==> src/design/csrm_pkg.sv <==
// Shared types and constants for the capture slot ring manager.
// No dependencies; every other design file imports this package.

package csrm_pkg;

  // Default number of entries in each slot queue.
  localparam int CSRM_QUEUE_DEPTH = 4;

  // Field widths fixed by the stream format.
  localparam int SLOT_W  = 2;
  localparam int KIND_W  = 4;
  localparam int FLAG_W  = 16;
  localparam int TIME_W  = 64;
  localparam int SEQ_W   = 32;
  localparam int DEPTH_W = 3;
  localparam int WDOG_W  = 20;
  localparam int THR_W   = 3;
  localparam int CFG_IDX_W = 1;

  localparam int IN_TDATA_W  = 88;
  localparam int OUT_TDATA_W = 160;

  typedef enum logic [KIND_W-1:0] {
    KIND_XFER     = 4'd0,
    KIND_BEAT     = 4'd1,
    KIND_ALIGN    = 4'd2,
    KIND_REARM    = 4'd3,
    KIND_DMA_ERR  = 4'd4,
    KIND_LINK_ERR = 4'd5,
    KIND_WATCHDOG = 4'd6,
    KIND_DEQUEUE  = 4'd7,
    KIND_REQUEUE  = 4'd8,
    KIND_RELEASE  = 4'd9
  } kind_t;

  // Frame header flag bits.
  localparam logic [FLAG_W-1:0] FLAG_DROPPED    = 16'h0001;
  localparam logic [FLAG_W-1:0] FLAG_LATE       = 16'h0002;
  localparam logic [FLAG_W-1:0] FLAG_MISSING    = 16'h0004;
  localparam logic [FLAG_W-1:0] FLAG_ALIGN_LOST = 16'h0008;

  // Configuration register indexes and reset values.
  localparam logic [CFG_IDX_W-1:0] CFG_WDOG = 1'b0;
  localparam logic [CFG_IDX_W-1:0] CFG_LATE = 1'b1;
  localparam logic [WDOG_W-1:0]    WDOG_RESET = 20'd1500;
  localparam logic [THR_W-1:0]     LATE_RESET = 3'd2;

  // Slots held by the free queue and by the DMA registers after reset.
  localparam logic [SLOT_W-1:0] FREE_INIT_0 = 2'd2;
  localparam logic [SLOT_W-1:0] FREE_INIT_1 = 2'd3;
  localparam logic [SLOT_W-1:0] ACT_INIT_0  = 2'd0;
  localparam logic [SLOT_W-1:0] ACT_INIT_1  = 2'd1;

  // One operation on a slot queue.
  typedef struct packed {
    logic              pop;
    logic              push;
    logic              push_front;
    logic [SLOT_W-1:0] wdata;
  } q_cmd_t;

  // One input event.
  typedef struct packed {
    logic [KIND_W-1:0] kind;
    logic [TIME_W-1:0] now_us;
    logic              current_target;
    logic [FLAG_W-1:0] error_flags;
    logic [SLOT_W-1:0] slot_in;
  } event_t;

  // One result.
  typedef struct packed {
    logic               ok;
    logic [SLOT_W-1:0]  out_slot;
    logic [SLOT_W-1:0]  install_slot;
    logic               rewrite_register;
    logic [SEQ_W-1:0]   hdr_seq;
    logic [SEQ_W-1:0]   heartbeat_count;
    logic               hdr_seq_lsb;
    logic [FLAG_W-1:0]  frame_flags;
    logic [TIME_W-1:0]  hdr_time_us;
    logic [DEPTH_W-1:0] tx_depth;
  } result_t;

endpackage

==> src/design/csrm_queue.sv <==
// Circular slot queue held in a small synchronous memory with a registered read port.
// Depends on csrm_pkg for the command type and the preload slot values.

module csrm_queue import csrm_pkg::*; #(
  parameter int QUEUE_DEPTH = CSRM_QUEUE_DEPTH,
  parameter bit PRELOAD     = 1'b0
) (
  input  logic                                 clk,
  input  logic                                 rst_n,
  input  logic                                 rd_en,
  input  q_cmd_t                               cmd,
  output logic [SLOT_W-1:0]                    rd_data,
  output logic [$clog2(QUEUE_DEPTH + 1)-1:0]   count
);

  localparam int PTR_W = (QUEUE_DEPTH > 1) ? $clog2(QUEUE_DEPTH) : 1;
  localparam int CNT_W = $clog2(QUEUE_DEPTH + 1);
  localparam int SUM_W = ((PTR_W > CNT_W) ? PTR_W : CNT_W) + 1;
  localparam logic [CNT_W-1:0] RESET_CNT = PRELOAD ? CNT_W'(2) : '0;

  logic [SLOT_W-1:0] mem_r [QUEUE_DEPTH];
  logic [PTR_W-1:0]  head_r, head_nxt;
  logic [CNT_W-1:0]  cnt_r, cnt_nxt;
  logic [SLOT_W-1:0] raw_r;
  logic [PTR_W-1:0]  head_inc, head_dec, tail_idx;
  logic [SUM_W-1:0]  tail_sum, tail_wrap;

  always_comb begin
    tail_sum  = SUM_W'(head_r) + SUM_W'(cnt_r);
    tail_wrap = (tail_sum >= SUM_W'(QUEUE_DEPTH)) ? tail_sum - SUM_W'(QUEUE_DEPTH) : tail_sum;
    tail_idx  = tail_wrap[PTR_W-1:0];
    head_inc  = (head_r == PTR_W'(QUEUE_DEPTH - 1)) ? '0 : head_r + PTR_W'(1);
    head_dec  = (head_r == '0) ? PTR_W'(QUEUE_DEPTH - 1) : head_r - PTR_W'(1);
  end

  always_comb begin
    head_nxt = head_r;
    cnt_nxt  = cnt_r;
    priority if (cmd.pop) begin
      head_nxt = head_inc;
      cnt_nxt  = cnt_r - CNT_W'(1);
    end else if (cmd.push) begin
      cnt_nxt  = cnt_r + CNT_W'(1);
    end else if (cmd.push_front) begin
      head_nxt = head_dec;
      cnt_nxt  = cnt_r + CNT_W'(1);
    end
  end

  always_ff @(posedge clk) begin
    if (!rst_n) begin
      head_r <= '0;
      cnt_r  <= RESET_CNT;
    end else begin
      head_r <= head_nxt;
      cnt_r  <= cnt_nxt;
    end
  end

  // Memory array: one write and one registered read per cycle.
  always_ff @(posedge clk) begin
    if (cmd.push) begin
      mem_r[tail_idx] <= cmd.wdata;
    end else if (cmd.push_front) begin
      mem_r[head_dec] <= cmd.wdata;
    end
    if (rd_en) begin
      raw_r <= mem_r[head_r];
    end
  end

  assign count = cnt_r;

  generate
    if (PRELOAD) begin : g_preload
      // Entries never written read back as their reset contents.
      logic [QUEUE_DEPTH-1:0] vld_r;
      logic                   rvld_r;
      logic [PTR_W-1:0]       ridx_r;

      always_ff @(posedge clk) begin
        if (!rst_n) begin
          vld_r <= '0;
        end else if (cmd.push) begin
          vld_r[tail_idx] <= 1'b1;
        end else if (cmd.push_front) begin
          vld_r[head_dec] <= 1'b1;
        end
        if (rd_en) begin
          rvld_r <= vld_r[head_r];
          ridx_r <= head_r;
        end
      end

      always_comb begin
        if (rvld_r) begin
          rd_data = raw_r;
        end else if (ridx_r == '0) begin
          rd_data = FREE_INIT_0;
        end else if (ridx_r == PTR_W'(1)) begin
          rd_data = FREE_INIT_1;
        end else begin
          rd_data = '0;
        end
      end
    end else begin : g_plain
      assign rd_data = raw_r;
    end
  endgenerate

endmodule

==> src/design/csrm_ctrl.sv <==
// Event sequencer: captures an event, reads both queue heads, then updates state and the result.
// Depends on csrm_pkg; drives two csrm_queue instances through q_cmd_t commands.

module csrm_ctrl import csrm_pkg::*; #(
  parameter int QUEUE_DEPTH = CSRM_QUEUE_DEPTH
) (
  input  logic                               clk,
  input  logic                               rst_n,
  input  logic                               in_valid,
  output logic                               in_ready,
  input  event_t                             in_event,
  output logic                               out_valid,
  input  logic                               out_ready,
  output result_t                            out_result,
  input  logic                               cfg_valid,
  output logic                               cfg_ready,
  input  logic [CFG_IDX_W-1:0]               cfg_index,
  input  logic [WDOG_W-1:0]                  cfg_data,
  output logic                               rd_en,
  output q_cmd_t                             free_cmd,
  input  logic [SLOT_W-1:0]                  free_rd,
  input  logic [$clog2(QUEUE_DEPTH + 1)-1:0] free_count,
  output q_cmd_t                             tx_cmd,
  input  logic [SLOT_W-1:0]                  tx_rd,
  input  logic [$clog2(QUEUE_DEPTH + 1)-1:0] tx_count
);

  localparam int CNT_W = $clog2(QUEUE_DEPTH + 1);
  localparam int CMP_W = (CNT_W > THR_W) ? CNT_W : THR_W;

  typedef enum logic {S_IDLE, S_EXEC} state_t;

  state_t            state_r;
  logic              out_valid_r;
  event_t            ev_r;
  result_t           res_r, res_c;
  logic [SLOT_W-1:0] act_r [2];
  logic [SLOT_W-1:0] act_nxt [2];
  logic [SEQ_W-1:0]  seq_r, seq_nxt;
  logic [SEQ_W-1:0]  hb_r, hb_nxt;
  logic [TIME_W-1:0] last_r, last_nxt;
  logic [FLAG_W-1:0] pend_r, pend_nxt;
  logic              aligned_r, aligned_nxt;
  logic [WDOG_W-1:0] wdog_r;
  logic [THR_W-1:0]  thr_r;

  logic              accept, fire;
  q_cmd_t            free_c, tx_c;
  logic              xfer_reg;
  logic [SLOT_W-1:0] done_slot, new_slot;
  logic [FLAG_W-1:0] hdr_flags;
  logic              free_any, free_room, tx_any, tx_room;
  logic [CNT_W-1:0]  tx_after;
  logic [CNT_W+DEPTH_W-1:0] depth_ext;

  assign in_ready  = (state_r == S_IDLE);
  assign accept    = in_valid && in_ready;
  assign fire      = (state_r == S_EXEC) && (!out_valid_r || out_ready);
  assign rd_en     = accept;
  assign out_valid = out_valid_r;
  assign out_result = res_r;
  assign cfg_ready = 1'b1;
  assign free_cmd  = fire ? free_c : '0;
  assign tx_cmd    = fire ? tx_c : '0;

  always_comb begin
    free_any  = (free_count != '0);
    free_room = (free_count < CNT_W'(QUEUE_DEPTH));
    tx_any    = (tx_count != '0);
    tx_room   = (tx_count < CNT_W'(QUEUE_DEPTH));
    xfer_reg  = ~ev_r.current_target;
    done_slot = act_r[xfer_reg];
    hdr_flags = pend_r | ((CMP_W'(tx_count) >= CMP_W'(thr_r)) ? FLAG_LATE : '0);
    new_slot  = done_slot;

    act_nxt     = act_r;
    seq_nxt     = seq_r;
    hb_nxt      = hb_r;
    last_nxt    = last_r;
    pend_nxt    = pend_r;
    aligned_nxt = aligned_r;
    free_c      = '0;
    tx_c        = '0;
    res_c       = '0;

    unique case (ev_r.kind)
      KIND_XFER: begin
        pend_nxt = '0;
        res_c.out_slot = done_slot;
        res_c.rewrite_register = xfer_reg;
        if (!free_any) begin
          pend_nxt = FLAG_DROPPED;
        end else begin
          free_c.pop = 1'b1;
          res_c.hdr_seq         = seq_r;
          res_c.heartbeat_count = hb_r;
          res_c.hdr_seq_lsb     = seq_r[0];
          res_c.frame_flags     = hdr_flags;
          res_c.hdr_time_us     = ev_r.now_us;
          if (tx_room) begin
            tx_c.push  = 1'b1;
            tx_c.wdata = done_slot;
            res_c.ok   = 1'b1;
            new_slot   = free_rd;
          end else begin
            // The popped free slot is lost; the finished slot goes back in.
            pend_nxt = FLAG_DROPPED;
          end
        end
        res_c.install_slot = new_slot;
        act_nxt[xfer_reg]  = new_slot;
        seq_nxt            = seq_r + SEQ_W'(1);
      end
      KIND_BEAT: begin
        hb_nxt   = hb_r + SEQ_W'(1);
        last_nxt = ev_r.now_us;
      end
      KIND_ALIGN: begin
        aligned_nxt = 1'b1;
        seq_nxt     = '0;
        last_nxt    = ev_r.now_us;
      end
      KIND_REARM: begin
        act_nxt[0] = ACT_INIT_0;
        act_nxt[1] = ACT_INIT_1;
      end
      KIND_DMA_ERR: begin
        pend_nxt = pend_r | ev_r.error_flags | FLAG_ALIGN_LOST;
      end
      KIND_LINK_ERR: begin
        pend_nxt = pend_r | ev_r.error_flags;
      end
      KIND_WATCHDOG: begin
        if (aligned_r && ((ev_r.now_us - last_r) > TIME_W'(wdog_r))) begin
          pend_nxt = pend_r | FLAG_MISSING;
          last_nxt = ev_r.now_us;
        end
      end
      KIND_DEQUEUE: begin
        if (tx_any) begin
          tx_c.pop       = 1'b1;
          res_c.ok       = 1'b1;
          res_c.out_slot = tx_rd;
        end
      end
      KIND_REQUEUE: begin
        if (tx_room) begin
          tx_c.push_front = 1'b1;
          tx_c.wdata      = ev_r.slot_in;
        end else begin
          pend_nxt = pend_r | FLAG_DROPPED;
        end
      end
      KIND_RELEASE: begin
        if (free_room) begin
          free_c.push  = 1'b1;
          free_c.wdata = ev_r.slot_in;
        end else begin
          pend_nxt = pend_r | FLAG_DROPPED;
        end
      end
      default: begin
      end
    endcase

    tx_after = tx_count + CNT_W'(tx_c.push | tx_c.push_front) - CNT_W'(tx_c.pop);
    depth_ext = {{DEPTH_W{1'b0}}, tx_after};
    res_c.tx_depth = depth_ext[DEPTH_W-1:0];
  end

  always_ff @(posedge clk) begin
    if (!rst_n) begin
      state_r     <= S_IDLE;
      out_valid_r <= 1'b0;
      act_r[0]    <= ACT_INIT_0;
      act_r[1]    <= ACT_INIT_1;
      seq_r       <= '0;
      hb_r        <= '0;
      last_r      <= '0;
      pend_r      <= '0;
      aligned_r   <= 1'b0;
      wdog_r      <= WDOG_RESET;
      thr_r       <= LATE_RESET;
    end else begin
      unique case (state_r)
        S_IDLE: begin
          if (accept) begin
            state_r <= S_EXEC;
          end
        end
        S_EXEC: begin
          if (fire) begin
            state_r <= S_IDLE;
          end
        end
        default: state_r <= S_IDLE;
      endcase

      if (fire) begin
        out_valid_r <= 1'b1;
        act_r       <= act_nxt;
        seq_r       <= seq_nxt;
        hb_r        <= hb_nxt;
        last_r      <= last_nxt;
        pend_r      <= pend_nxt;
        aligned_r   <= aligned_nxt;
      end else if (out_ready) begin
        out_valid_r <= 1'b0;
      end

      if (cfg_valid) begin
        if (cfg_index == CFG_WDOG) begin
          wdog_r <= cfg_data;
        end else if (cfg_index == CFG_LATE) begin
          thr_r <= cfg_data[THR_W-1:0];
        end
      end
    end

    if (accept) begin
      ev_r <= in_event;
    end
    if (fire) begin
      res_r <= res_c;
    end
  end

  a_count_bound: assert property (@(posedge clk) disable iff (!rst_n)
    (free_count <= CNT_W'(QUEUE_DEPTH)) && (tx_count <= CNT_W'(QUEUE_DEPTH)))
    else $error("slot queue count beyond its depth");

  a_tx_pop_nonempty: assert property (@(posedge clk) disable iff (!rst_n)
    tx_cmd.pop |-> (tx_count != '0))
    else $error("transmit queue popped while empty");

  a_free_pop_nonempty: assert property (@(posedge clk) disable iff (!rst_n)
    free_cmd.pop |-> (free_count != '0))
    else $error("free queue popped while empty");

  a_queue_needs_free: assert property (@(posedge clk) disable iff (!rst_n)
    (fire && (ev_r.kind == KIND_XFER) && tx_cmd.push) |-> free_cmd.pop)
    else $error("frame queued without taking a free slot");

  a_result_follows: assert property (@(posedge clk) disable iff (!rst_n)
    fire |=> out_valid_r)
    else $error("executed event produced no result");

endmodule

==> src/design/capture_slot_ring_manager_top.sv <==
// Top level of the capture slot ring manager: stream ports, packing, and the slot queues.
// Depends on csrm_pkg, csrm_queue and csrm_ctrl.
//
//   Channel  Direction  Handshake            Payload
//   in_      slave      in_tvalid/in_tready  in_tdata (event fields), in_tuser (kind)
//   out_     master     out_tvalid/out_tready out_tdata (result fields)
//   cfg_     slave      cfg_valid/cfg_ready  cfg_index, cfg_data
//
// In the accept cycle of a request both queue memories are read at their heads, and in the
// execute step that follows, the controller modifies state, writes the queue memories back
// and loads the result register, using the registered memory read data.
// Reset is synchronous and active low; no clearing pass is needed, because the free queue's
// reset contents come from per-entry valid bits and the transmit queue is guarded by its count.
// A stalled result holds the controller in its execute step; a new request is then accepted
// only once that result has moved into the output register. Configuration is always ready.

module capture_slot_ring_manager_top import csrm_pkg::*; #(
  parameter int QUEUE_DEPTH = CSRM_QUEUE_DEPTH
) (
  input  logic                   clk,
  input  logic                   rst_n,
  input  logic                   in_tvalid,
  output logic                   in_tready,
  // [63:0] now_us, [64] current_target, [80:65] error_flags, [82:81] slot_in, [87:83] zero
  input  logic [IN_TDATA_W-1:0]  in_tdata,
  // [3:0] kind
  input  logic [KIND_W-1:0]      in_tuser,
  output logic                   out_tvalid,
  input  logic                   out_tready,
  // [0] ok, [2:1] out_slot, [4:3] install_slot, [5] rewrite_register, [37:6] hdr_seq,
  // [69:38] heartbeat_count, [70] hdr_seq_lsb, [86:71] frame_flags, [150:87] hdr_time_us,
  // [153:151] tx_depth, [159:154] zero
  output logic [OUT_TDATA_W-1:0] out_tdata,
  input  logic                   cfg_valid,
  output logic                   cfg_ready,
  input  logic [CFG_IDX_W-1:0]   cfg_index,
  input  logic [WDOG_W-1:0]      cfg_data
);

  localparam int CNT_W = $clog2(QUEUE_DEPTH + 1);

  event_t            in_event;
  result_t           result;
  logic              rd_en;
  q_cmd_t            free_cmd, tx_cmd;
  logic [SLOT_W-1:0] free_rd, tx_rd;
  logic [CNT_W-1:0]  free_count, tx_count;

  // Unpack the request; the kind travels on tuser.
  always_comb begin
    in_event.kind           = in_tuser;
    in_event.now_us         = in_tdata[63:0];
    in_event.current_target = in_tdata[64];
    in_event.error_flags    = in_tdata[80:65];
    in_event.slot_in        = in_tdata[82:81];
  end

  // Pack the result, first field in the lowest bits.
  assign out_tdata = {6'b000000, result.tx_depth, result.hdr_time_us, result.frame_flags,
                      result.hdr_seq_lsb, result.heartbeat_count, result.hdr_seq,
                      result.rewrite_register, result.install_slot, result.out_slot, result.ok};

  // Free slot queue, holding two spare slots after reset.
  csrm_queue #(
    .QUEUE_DEPTH (QUEUE_DEPTH),
    .PRELOAD     (1'b1)
  ) u_free_q (
    .clk     (clk),
    .rst_n   (rst_n),
    .rd_en   (rd_en),
    .cmd     (free_cmd),
    .rd_data (free_rd),
    .count   (free_count)
  );

  // Transmit queue of completed frames, empty after reset.
  csrm_queue #(
    .QUEUE_DEPTH (QUEUE_DEPTH),
    .PRELOAD     (1'b0)
  ) u_tx_q (
    .clk     (clk),
    .rst_n   (rst_n),
    .rd_en   (rd_en),
    .cmd     (tx_cmd),
    .rd_data (tx_rd),
    .count   (tx_count)
  );

  csrm_ctrl #(
    .QUEUE_DEPTH (QUEUE_DEPTH)
  ) u_ctrl (
    .clk        (clk),
    .rst_n      (rst_n),
    .in_valid   (in_tvalid),
    .in_ready   (in_tready),
    .in_event   (in_event),
    .out_valid  (out_tvalid),
    .out_ready  (out_tready),
    .out_result (result),
    .cfg_valid  (cfg_valid),
    .cfg_ready  (cfg_ready),
    .cfg_index  (cfg_index),
    .cfg_data   (cfg_data),
    .rd_en      (rd_en),
    .free_cmd   (free_cmd),
    .free_rd    (free_rd),
    .free_count (free_count),
    .tx_cmd     (tx_cmd),
    .tx_rd      (tx_rd),
    .tx_count   (tx_count)
  );

endmodule
==> config.mk <==
export PLATFORM = sky130hd
export DESIGN_NAME = capture_slot_ring_manager_top
export DESIGN_NICKNAME = d
export VERILOG_FILES = /design/src/design/csrm_pkg.sv /design/src/design/csrm_queue.sv /design/src/design/csrm_ctrl.sv /design/src/design/capture_slot_ring_manager_top.sv
export SDC_FILE = /design/constraint.sdc
export NUM_CORES = 1
export LEC_CHECK = 0
export ABC_AREA = 1
export BUFFER_PORTS_ARGS = -buffer_cell sky130_fd_sc_hd__buf_4
export CAP_MARGIN = 20
export CORE_MARGIN = 10
export CORE_UTILIZATION = 54
export CTS_CLUSTER_DIAMETER = 30
export CTS_CLUSTER_SIZE = 28
export DETAILED_ROUTE_END_ITERATION = 8
export PLACE_DENSITY_LB_ADDON = 0.2
export SYNTH_ARGS = -nofsm -noshare
export SYNTH_HDL_FRONTEND = slang
export SYNTH_HIERARCHICAL = 1
export SYNTH_SLANG_ARGS = --single-unit
export TNS_END_PERCENT = 30
==> constraint.sdc <==
create_clock -name clk -period 5.4 [get_ports clk]
set_input_delay 0.27 -clock clk [delete_from_list [all_inputs] [get_ports clk]]
set_output_delay 0.27 -clock clk [all_outputs]
set_load 0.01 [all_outputs]
==> results of run 1 <==
cell type report:
cell class | count | share of cell area [%]
flip-flops and latches | 451 | 37.3
multi-input cells | 2075 | 32.1
repair buffers | 390 | 10.3
clock buffers | 110 | 7.87
inverters | 654 | 7.86
well taps | 592 | 2.37
clock inverters | 59 | 2.31
diodes | 2 | 0.0160
per-layer routing:
metal / track usage [%] / vias up / wire length [um] / part of all wire (%)
met3: 4.99 / 134 / 4190 / 5.8
li1: - / 11100 / - / -
met2: 43.8 / 696 / 34700 / 48
met5: 0 / - / 0 / 0
met1: 32.7 / 10300 / 30900 / 43
met4: 9.45 / 0 / 1860 / 2.6
path summary, 6_finish.rpt:
| path | endpoint | slack (ns) | depth (start not counted) |
|---|---|---|---|
| worst max-delay path | u_ctrl/last_r[18] | 0.93 | 26 |
| worst min-delay path | u_ctrl/thr_r[1] | 0.07 | 4 |
| worst max register to register | u_ctrl/last_r[18] | 0.93 | 26 |
| worst min register to register | u_free_q/g_preload.vld_r[2] | 0.45 | 2 |
kinds of logic after synthesis:
kind of cell,Yosys count
AO/OA/AOI/OAI,343
flip-flops,451
buffers and inverters,731
XOR/XNOR,31
AND/OR/NAND/NOR,1591
other,3
adder cells (fa/ha/maj),102
layout by cell type (no fill, tap or decap), drive strengths merged, types with 5 or more instances in the layout:
cell and count:
nor4 17, a211oi 6, dfxtp 188, o211ai 12, and3 5, a21oi 216, clkinvlp 8, nand4 23
xor2 26, dlygate4sd3 110, ha 98, o21ai 83, clkbuf 110, nand3b 8, nor3 56, nand3 158
xnor2 5, nor2 472, clkinv 31, conb 8, or2 5, edfxtp 263, buf 280, nand2 842
inv 663, o21a 7, bufinv 11
per-stage QoR:
step | instances | worst slack (ns) | util, %
global route | 4333 | 0.578 | 70.3
detailed placement | 4051 | 1.05 | 60.7
global placement | 4051 | 1.14 | 60.7
floorplan | 3257 | 0.580 | -
finish | 4333 | 0.933 | 70.3
CTS | 4330 | 0.971 | 70.3
worst reg2reg max path: stages, from the launching register on:
cell and delay (ns):
edfxtp_1 0.35, inv_1 0.10, ha_1 0.15, inv_1 0.07
fa_1 0.42, nand3_1 0.16, nand3_1 0.17, nand2_1 0.10
nand2_1 0.13, nand2_1 0.09, nand2_1 0.15, xor2_1 0.19
ha_1 0.28, nand2_1 0.05, nor2_1 0.18, nor2_1 0.08
nor2_1 0.22, nand2_1 0.08, nor2_1 0.13, nand2_1 0.09
nor2_1 0.09, nand3_1 0.11, nand2_1 0.12, nand2_4 0.11
buf_4 0.33, a21oi_1 0.30, nor2_1 0.08
power breakdown:
group | internal (mW) | leakage, nW | switching [mW]
Sequential | 3.83 | 4.04 | 0.0790
Clock | 3.80 | 1.54 | 1.92
Combinational | 0.522 | 8.69 | 0.883
Total | 8.15 | 14.3 | 2.88
sequential cells by signal, indices dropped and copies added, names as in the netlist:
| signal | flops |
|---|---|
| u_ctrl/seq_r | 32 |
| u_ctrl/out_valid | 1 |
| u_ctrl/thr_r | 3 |
| u_free_q/g_preload.vld_r | 4 |
| u_ctrl/state_r | 1 |
| u_ctrl/last_r | 64 |
| u_ctrl/aligned_r | 1 |
| u_tx_q/rd_data | 2 |
| u_tx_q/count | 3 |
| u_tx_q/mem_r | 8 |
| u_free_q/raw_r | 2 |
| u_ctrl/hb_r | 32 |
| u_free_q/head_r | 2 |
| u_free_q/count | 3 |
| u_free_q/g_preload.rvld_r | 1 |
| u_free_q/mem_r | 8 |
| u_ctrl/out_result | 153 |
| u_ctrl/ev_r | 87 |
| u_ctrl/act_r | 4 |
| u_ctrl/pend_r | 16 |
| u_ctrl/wdog_r | 20 |
| u_tx_q/head_r | 2 |
| u_free_q/g_preload.ridx_r | 2 |
==> impl_metrics.py, run 1 <==
metrics = {
    "run_status": {
        "status": "finished, final reports clean",
    },
    "synth": {
        "synth.area.mux_share_pct": 0,
        "synth_xor_area_share_pct": 1.11,
        "synth_top_cell_area_share_pct": 32.3,
        "synth_enable_flop_cells": 263,
        "avgSynthCellArea_um2": 7.53,
        "synth_compound_area_share_pct": 7.50,
        "async_reset_ff_share_pct": 0,
        "synthAdderAreaFrac_pct": 5.34,
        "synthCells": 3252,
        "yosys.cell_types.count": 49,
        "synth_top_family_by_area": "simple AND/OR/NAND/NOR gates",
        "ys.flop_type": "edfxtp_1",
        "yosys_warnings": 6,
        "ys_ff_latch": 451,
        "synth.area.top_cells": "edfxtp_1, dfxtp_1, nand2_1",
        "yosys.area_share.simple_pct": 26.8,
        "ys_seq_area_share_pct": 47.6,
        "yosys-top-cells-count": "nand2_1, inv_1, nor2_1, edfxtp_1, a21oi_1",
        "syn_area_um2": 24500,
        "yosysMostFrequentCell": "nand2_1",
        "synth_top_cell_by_area": "edfxtp_1",
    },
    "floorplan": {
        "design.die.area_um2": 54300,
        "initial_utilization_pct": 55.0,
        "core_area_um2": 44500,
        "fp-row-count": 77,
        "chipHeight_um": 233,
        "die_x_um": 233,
        "ioPinCount": 281,
    },
    "cells_and_area": {
        "drive_gt1_share_pct": 13.3,
        "multi_input_area_um2": 10000,
        "syn_to_final_growth_pct": 27.9,
        "nFillCells": 3582,
        "final_cell_area_um2": 31300,
        "final-seq-area_um2": 11700,
        "nNetsFinal": 3882,
    },
    "routing": {
        "remaining_drc_errors": 0,
        "drtAntennaViolNets": 0,
        "vias_per_cell": 5.11,
        "wl_um": 71600,
        "initialDrtViolationCount": 1812,
        "avgRoutedWirePerCell_um": 16.5,
        "vias": 22200,
        "drtPass1Iterations": 6,
    },
    "worst_hold_path": {
        "min_path_type": "primary input to flip-flop",
        "worstHoldStart": "cfg_index",
    },
    "clock_network": {
        "cts_setup_buffers": 0,
        "tritoncts": "yes",
        "cts.sinks": 451,
        "htree_levels": 3,
        "cts_resized": 0,
        "cts_buffers": 90,
        "path_clk_slew_ns": 0.04,
        "clockBufferDepth": 3,
        "clk_latency_ns": 0.64,
        "hold_buffers": 110,
        "root_buffer": "clkbuf_16",
    },
    "timing": {
        "fmax_ghz": 0.224,
        "finalMaxSlewViolations": 0,
        "hold_viol": 0,
        "period_minus_slack_ns": 4.47,
        "maxSlewHeadroom_pct": 27.8,
        "fin_setup_tns_ns": 0,
        "tightest_slew_ns": 1.08,
        "whs_ns": 0.0740,
        "period_share_pct": 82.7,
        "setup_viol": 0,
        "grt_setup_unrepaired": "false",
        "skew_ns": 0.0267,
    },
    "setup_path": {
        "path_buf_inv": 3,
        "r2r_start": "u_ctrl/ev_r[19]",
        "criticalPathCategory": "flip-flop to flip-flop",
        "worstPathRequired_ns": 5.90,
        "path_common_cell": "nand2_1",
        "cp-start-kind": "flip-flop",
        "cp_top_family": "simple AND/OR/NAND/NOR gates",
        "slowest_stage": "fa_1",
        "crit_path_max_incr_delay_ns": 0.42,
        "cp.arrival_ns": 4.97,
        "cp-startpoint": "u_ctrl/ev_r[19]",
        "crit_path_end_kind": "flip-flop",
        "path_max_fanout": 53,
    },
    "power": {
        "power.density_nw_per_um2": 352,
        "peakVddDrop_uv": 377,
        "power_mw": 11.0,
        "power.leakage_nw": 14.3,
    },
    "placement": {
        "io_buffer_count": 268,
        "place_congestion": 0.925,
        "postPlaceCellArea_um2": 27000,
        "place_hpwl_um": 50600,
    },
    "global_routing": {
        "grt_max_degree": 94,
        "grt_pass1_vias": 21600,
        "gr-total-overflow": 0,
        "antenna_found_initial": 2,
        "grtUsageTotal_pct": 26.0,
        "grt_pass1_wl_um": 113000,
    },
    "job": {
        "max-cap-violations": 0,
    },
}
No activity file was read; power rests on OpenSTA's default activity.
==> run 2: changes to the inputs <==
--- a/config.mk
+++ b/config.mk
@@ -5,11 +5,11 @@
 export SDC_FILE = /design/constraint.sdc
 export NUM_CORES = 1
 export LEC_CHECK = 0
-export ABC_AREA = 1
+export ABC_AREA = 0
 export BUFFER_PORTS_ARGS = -buffer_cell sky130_fd_sc_hd__buf_4
 export CAP_MARGIN = 20
 export CORE_MARGIN = 10
-export CORE_UTILIZATION = 54
+export CORE_UTILIZATION = 59
 export CTS_CLUSTER_DIAMETER = 30
 export CTS_CLUSTER_SIZE = 28
 export DETAILED_ROUTE_END_ITERATION = 8
==> constraint.sdc (replaced) <==
create_clock -name clk -period 4.7 [get_ports clk]
set_input_delay 0.235 -clock clk [delete_from_list [all_inputs] [get_ports clk]]
set_output_delay 0.235 -clock clk [all_outputs]
set_load 0.01 [all_outputs]
==> impl_metrics.py, run 2 <==
metrics = {
    "setup_path": {
        "cp.arrival_ns": 5.69,
        "worstPathRequired_ns": 5.15,
        "crit_path_end_kind": "flip-flop",
        "cp-start-kind": "flip-flop",
        "criticalPathCategory": "flip-flop to flip-flop",
        "path_max_fanout": 6,
    },
    "routing": {
        "initialDrtViolationCount": 1671,
        "avgRoutedWirePerCell_um": 21.6,
        "remaining_drc_errors": 0,
        "vias_per_cell": 5.87,
        "wl_um": 72000,
        "vias": 19600,
        "drtPass1Iterations": 6,
        "drtAntennaViolNets": 0,
    },
    "synth": {
        "yosys.cell_types.count": 84,
        "syn_area_um2": 22400,
        "ys_seq_area_share_pct": 52.1,
        "synth.area.top_cells": "edfxtp_1, dfxtp_1, ha_1",
        "yosys-top-cells-count": "edfxtp_1, nor2_1, nand2_1, dfxtp_1, a21oi_1",
        "synthCells": 2206,
        "yosysMostFrequentCell": "edfxtp_1",
        "synth_enable_flop_cells": 263,
        "ys_ff_latch": 451,
        "yosys_warnings": 6,
        "ys.flop_type": "edfxtp_1",
        "async_reset_ff_share_pct": 0,
        "synth_top_cell_by_area": "edfxtp_1",
        "synth_top_cell_area_share_pct": 35.3,
        "avgSynthCellArea_um2": 10.2,
    },
    "timing": {
        "fmax_ghz": 0.191,
        "setup_ws_ns": -0.538,
        "maxSlewHeadroom_pct": 28.0,
        "tightest_slew_ns": 1.08,
        "skew_ns": 0.0345,
        "period_minus_slack_ns": 5.24,
        "setup_viol": 65,
        "finalMaxSlewViolations": 0,
        "hold_viol": 0,
        "grt_setup_unrepaired": "true",
        "period_share_pct": 111,
        "whs_ns": 0.340,
        "fin_setup_tns_ns": -31.23,
    },
    "clock_network": {
        "cts.sinks": 451,
        "tritoncts": "yes",
        "root_buffer": "clkbuf_16",
        "htree_levels": 3,
        "path_clk_slew_ns": 0.05,
        "clockBufferDepth": 3,
        "cts_buffers": 86,
        "clk_latency_ns": 0.62,
    },
    "power": {
        "power.density_nw_per_um2": 399,
        "power.leakage_nw": 12.1,
        "power_mw": 12.3,
        "peakVddDrop_uv": 439,
    },
    "placement": {
        "pre_cts_ws_ns": -0.644,
        "postPlaceCellArea_um2": 25800,
        "place_hpwl_um": 44500,
        "io_buffer_count": 268,
        "place_congestion": 0.949,
        "placed_cells": 3034,
    },
    "global_routing": {
        "grtUsageTotal_pct": 30.0,
        "gr-total-overflow": 0,
        "antenna_found_initial": 1,
        "grt_pass1_wl_um": 112000,
        "grt_pass1_vias": 19900,
        "grt_max_degree": 114,
    },
    "cells_and_area": {
        "nFillCells": 2085,
        "final_cell_mix": "buf_4, edfxtp_1, nor2_1, nand2_1, dfxtp_1",
        "layout_commonest_cell": "buf_4",
        "nNetsFinal": 2973,
        "fin_cells": 3338,
        "syn_to_final_growth_pct": 37.0,
        "utilization_pct": 81.7,
        "largest_reg_flops": 153,
        "drive_gt1_share_pct": 23.6,
        "n_antenna_cell": 0,
        "final_cell_area_um2": 30700,
    },
    "run_status": {
        "status": "finished with violations",
        "violations": "negative setup slack",
    },
    "floorplan": {
        "core_area_um2": 37600,
        "design.die.area_um2": 46200,
        "die_x_um": 215,
        "ioPinCount": 281,
        "initial_utilization_pct": 59.6,
        "chipHeight_um": 215,
        "fp-row-count": 71,
    },
    "job": {
        "max-cap-violations": 0,
    },
    "worst_hold_path": {
        "min_path_type": "primary input to flip-flop",
    },
}
run 2: cell types whose count changed in the layout (fill, tap and decap cells not counted), sizes merged, moves of 28 or more:
cell   previous run  this run
inv             663       142
and2              2       154
buf             280       431
nand4            23        51
nor2            472       239
xor2             26        62
nand3           158        43
a21oi           216       168
nand2           842       191
mux2i             0        76
nor3             56        27
xnor2             5        38
run 2: timing repair:
item / CTS / global route
pin swaps: 20 / 21
gates cloned: 6 / 2
setup endpoints to repair: 65 / 65
hold buffers: 116 / 0
setup buffers: 15 / 4
resized for setup: 31 / 37
hold endpoints to repair: 114 / 0
run 2: worst max-delay path: stages, from the launching register on:
cell	delay (ns)
edfxtp_1	0.41
inv_2	0.11
ha_4	0.14
inv_2	0.04
fa_2	0.35
a211oi_2	0.21
o211ai_1	0.13
and2_4	0.20
a221oi_2	0.25
xnor2_1	0.10
ha_1	0.29
nand4_1	0.16
nor2b_4	0.19
a2111oi_4	0.27
o211ai_1	0.14
nor4_2	0.26
o2111ai_2	0.17
nor4_2	0.31
nand4b_1	0.17
nor4_2	0.28
buf_4	0.17
a41oi_4	0.14
buf_4	0.19
buf_16	0.15
mux2i_1	0.19
nor2_1	0.07
run 2: path summary, 6_finish.rpt:
check / startpoint / end / slack [ns] / cells past startpoint
hold reg to reg: u_ctrl/wdog_r[5] / u_ctrl/wdog_r[5] / 0.47 / 2
setup / recovery: u_ctrl/ev_r[19] / u_ctrl/last_r[19] / -0.54 / 25
setup reg to reg: u_ctrl/ev_r[19] / u_ctrl/last_r[19] / -0.54 / 25
hold / removal: in_tdata[61] / u_ctrl/ev_r[80] / 0.34 / 2
run 2: per-layer routing:
metal / vias to the layer above / global-route usage (%) / part of all wire (%)
met5: - / 0 / 0.015
met4: 2 / 12.0 / 3.6
met3: 178 / 5.59 / 7.7
met2: 978 / 51.3 / 49
met1: 9421 / 36.7 / 40
li1: 9004 / - / -
run 2: cell families after synthesis:
logic type               count (synthesis)  share of synthesized area [%]
AO/OA/AOI/OAI                          433                           12.1
XOR/XNOR                               101                           4.01
adder cells (fa/ha/maj)                102                           5.83
buffers and inverters                  224                           4.17
flip-flops                             451                           52.1
multiplexers                            86                           4.20
other                                    3                         0.0503
AND/OR/NAND/NOR                        806                           17.5
run 2: cell type report:
class	instances	area, um^2	area share (%)
sequential	451	11700	38.0
multi-input combinational	1536	10100	33.1
timing repair buffer	549	4700	15.3
clock buffer	97	2320	7.55
clock inverter	65	739	2.41
tap	511	639	2.08
inverter	129	490	1.60
run 2: report_power, final:
part	switching [mW]	internal [mW]	total (mW)
sequential	0.0956	4.35	4.44
combinational	0.834	0.641	1.47
clock	2.26	4.07	6.34
total	3.19	9.06	12.3
==> run 3: changes to the inputs <==
--- a/config.mk
+++ b/config.mk
@@ -9,7 +9,7 @@
 export BUFFER_PORTS_ARGS = -buffer_cell sky130_fd_sc_hd__buf_4
 export CAP_MARGIN = 20
 export CORE_MARGIN = 10
-export CORE_UTILIZATION = 59
+export CORE_UTILIZATION = 40
 export CTS_CLUSTER_DIAMETER = 30
 export CTS_CLUSTER_SIZE = 28
 export DETAILED_ROUTE_END_ITERATION = 8
==> impl_metrics.py, run 3 (synthesis gave the netlist of run 2 again) <==
metrics = {
    "run_status": {
        "status": "finished with violations",
        "violations": "negative setup slack",
    },
    "floorplan": {
        "die_x_um": 257,
        "fp-row-count": 86,
        "ioPinCount": 281,
        "chipHeight_um": 257,
        "core_area_um2": 55300,
        "design.die.area_um2": 65900,
        "initial_utilization_pct": 40.5,
    },
    "cells_and_area": {
        "nNetsFinal": 2972,
        "largest_reg_flops": 153,
        "syn_to_final_growth_pct": 37.0,
        "nFillCells": 4834,
        "final_cell_mix": "buf_4, edfxtp_1, nor2_1, nand2_1, dfxtp_1",
        "layout_commonest_cell": "buf_4",
        "drive_gt1_share_pct": 22.5,
        "n_antenna_cell": 0,
        "fin_cells": 3576,
    },
    "timing": {
        "hold_viol": 0,
        "setup_ws_ns": -0.531,
        "setup_viol": 65,
        "fmax_ghz": 0.191,
        "fin_setup_tns_ns": -30.31,
        "period_minus_slack_ns": 5.23,
        "finalMaxSlewViolations": 0,
        "period_share_pct": 111,
        "tightest_slew_ns": 0.940,
        "grt_setup_unrepaired": "true",
        "maxSlewHeadroom_pct": 37.2,
        "skew_ns": 0.0445,
    },
    "routing": {
        "remaining_drc_errors": 0,
        "vias_per_cell": 5.06,
        "drtAntennaViolNets": 0,
        "wl_um": 65900,
        "vias": 18100,
        "avgRoutedWirePerCell_um": 18.4,
        "drtPass1Iterations": 5,
        "initialDrtViolationCount": 1173,
    },
    "setup_path": {
        "worstPathRequired_ns": 5.14,
        "criticalPathCategory": "flip-flop to flip-flop",
        "r2r-end": "u_ctrl/last_r[43]",
        "cp_top_family": "simple AND/OR/NAND/NOR gates",
        "cp-start-kind": "flip-flop",
        "cp-endpoint": "u_ctrl/last_r[43]",
        "crit_path_end_kind": "flip-flop",
        "cp-startpoint": "u_ctrl/ev_r[19]",
        "worst-path-stages": 25,
        "crit_path_max_incr_delay_ns": 0.53,
        "slowest_stage": "or4_4",
        "path_buf_inv": 6,
        "r2r_start": "u_ctrl/ev_r[19]",
        "reg2reg_depth": 25,
        "cp.arrival_ns": 5.67,
        "path_max_fanout": 6,
        "ff2ff_setup_slack_ns": -0.53,
    },
    "power": {
        "p_sw_share_pct": 25.5,
        "netSwitchingPower_mw": 3.05,
        "power.leakage_nw": 12.0,
        "power_mw": 12.0,
        "p_int_mw": 8.93,
        "p_clk_share_pct": 51.1,
        "power.density_nw_per_um2": 391,
        "seq_power_share_pct": 37.1,
        "peakVddDrop_uv": 374,
        "p_comb_share_pct": 11.8,
    },
    "global_routing": {
        "grtUsageMet2_pct": 31.8,
        "antenna_found_initial": 1,
        "grt_pass1_wl_um": 103000,
        "use_met3_pct": 3.50,
        "grt_max_degree": 95,
        "gr-total-overflow": 0,
        "grt_pass1_vias": 18600,
        "grtUsageMet1_pct": 25.8,
        "grtUsageTotal_pct": 19.4,
        "grt.busiest_layer": "met2",
    },
    "placement": {
        "place_congestion": 0.945,
        "placed_cells": 3279,
        "io_buffer_count": 268,
        "place_hpwl_um": 47100,
    },
    "clock_network": {
        "clk_latency_ns": 0.63,
        "htree_levels": 3,
        "path_clk_slew_ns": 0.05,
        "cts.sinks": 451,
        "clockBufferDepth": 3,
        "tritoncts": "yes",
        "root_buffer": "clkbuf_16",
        "cts_buffers": 88,
    },
    "job": {
        "max-cap-violations": 0,
    },
    "worst_hold_path": {
        "min_path_type": "primary input to flip-flop",
    },
}
-- run 3: cell types whose count changed in the layout (fill, tap and decap cells not counted), moves of 4 or more --
| cell | delta |
|---|---|
| clkinv_4 | -14 |
| mux2i_1 | +8 |
| clkbuf_1 | +7 |
| mux2i_4 | -7 |
| clkinv_1 | +5 |
| buf_16 | -4 |
| clkbuf_8 | +4 |
| clkinv_2 | +4 |
| inv_8 | -4 |
-- run 3: worst min path at each step --
stage                              to  cells after the start         start  slack (ns)
detailed placement     u_ctrl/ev_r[0]                      1  in_tdata[81]        0.41
global route          u_ctrl/ev_r[13]                      2  in_tdata[76]        0.31
floorplan           u_free_q/count[1]                      1         rst_n        0.30
finish                u_ctrl/ev_r[18]                      2  in_tdata[64]        0.32
global placement       u_ctrl/ev_r[8]                      1  in_tdata[71]        0.41
CTS                   u_ctrl/ev_r[84]                      2   in_tuser[1]        0.29
-- run 3: power groups by stage --
| stage | combinational (mW) | sequential [mW] | clock, mW |
|---|---|---|---|
| after floorplan | 0.693 | 4.52 | 0 |
| after global placement | 1.28 | 4.51 | 0 |
| after detailed placement | 1.28 | 4.51 | 0 |
| after CTS | 1.39 | 4.44 | 6.24 |
| after global routing | 1.54 | 4.45 | 6.47 |
| final | 1.41 | 4.44 | 6.13 |
-- run 3: routing by layer --
| metal | wire length, um | vias up |
|---|---|---|
| li1 | - | 8965 |
| met1 | 30600 | 8605 |
| met2 | 31000 | 442 |
| met3 | 3100 | 78 |
| met4 | 1140 | 0 |
| met5 | 0 | - |
-- run 3: per-stage QoR --
stage / cell area (um^2) / hold slack, ns / worst slack (ns) / util, %
after global routing: 30700 / 0.308 / -0.822 / 55.5
after detailed placement: 26100 / 0.414 / -0.630 / 47.2
after global placement: 26100 / 0.413 / -0.554 / 47.2
final: 30700 / 0.317 / -0.531 / 55.5
after floorplan: 22400 / 0.297 / -0.134 / -
after CTS: 30500 / 0.295 / -0.598 / 55.2
-- run 3: final cells by class --
class                      count  area [um^2]  share of cell area, %
clock inverter                60          659                   2.15
timing repair buffer         546         4580                   14.9
inverter                     129          490                   1.60
sequential                   451        11700                   38.0
clock buffer                 106         2350                   7.66
tap                          748          936                   3.05
multi-input combinational   1536        10000                   32.6
-- run 3: repair_timing --
| action | in CTS | in global routing |
|---|---|---|
| resized for setup | 20 | 15 |
| endpoints found under the setup margin | 65 | 65 |
| hold buffers | 117 | 0 |
| pin swaps | 15 | 9 |
| hold endpoints to repair | 114 | 0 |
| setup buffers | 7 | 2 |
| gates cloned | 3 | 2 |
-- run 3: worst reg2reg max path: cells and delay by family (launching register included) --
kind / cells / cell delay (ns)
buffers and inverters: 6 / 0.81
xor gates and xnor gates: 1 / 0.16
muxes: 1 / 0.19
AOI/OAI and AO/OA: 8 / 1.30
and+or+nand+nor: 6 / 1.38
DFF: 1 / 0.39
adders and majority gates: 3 / 0.81
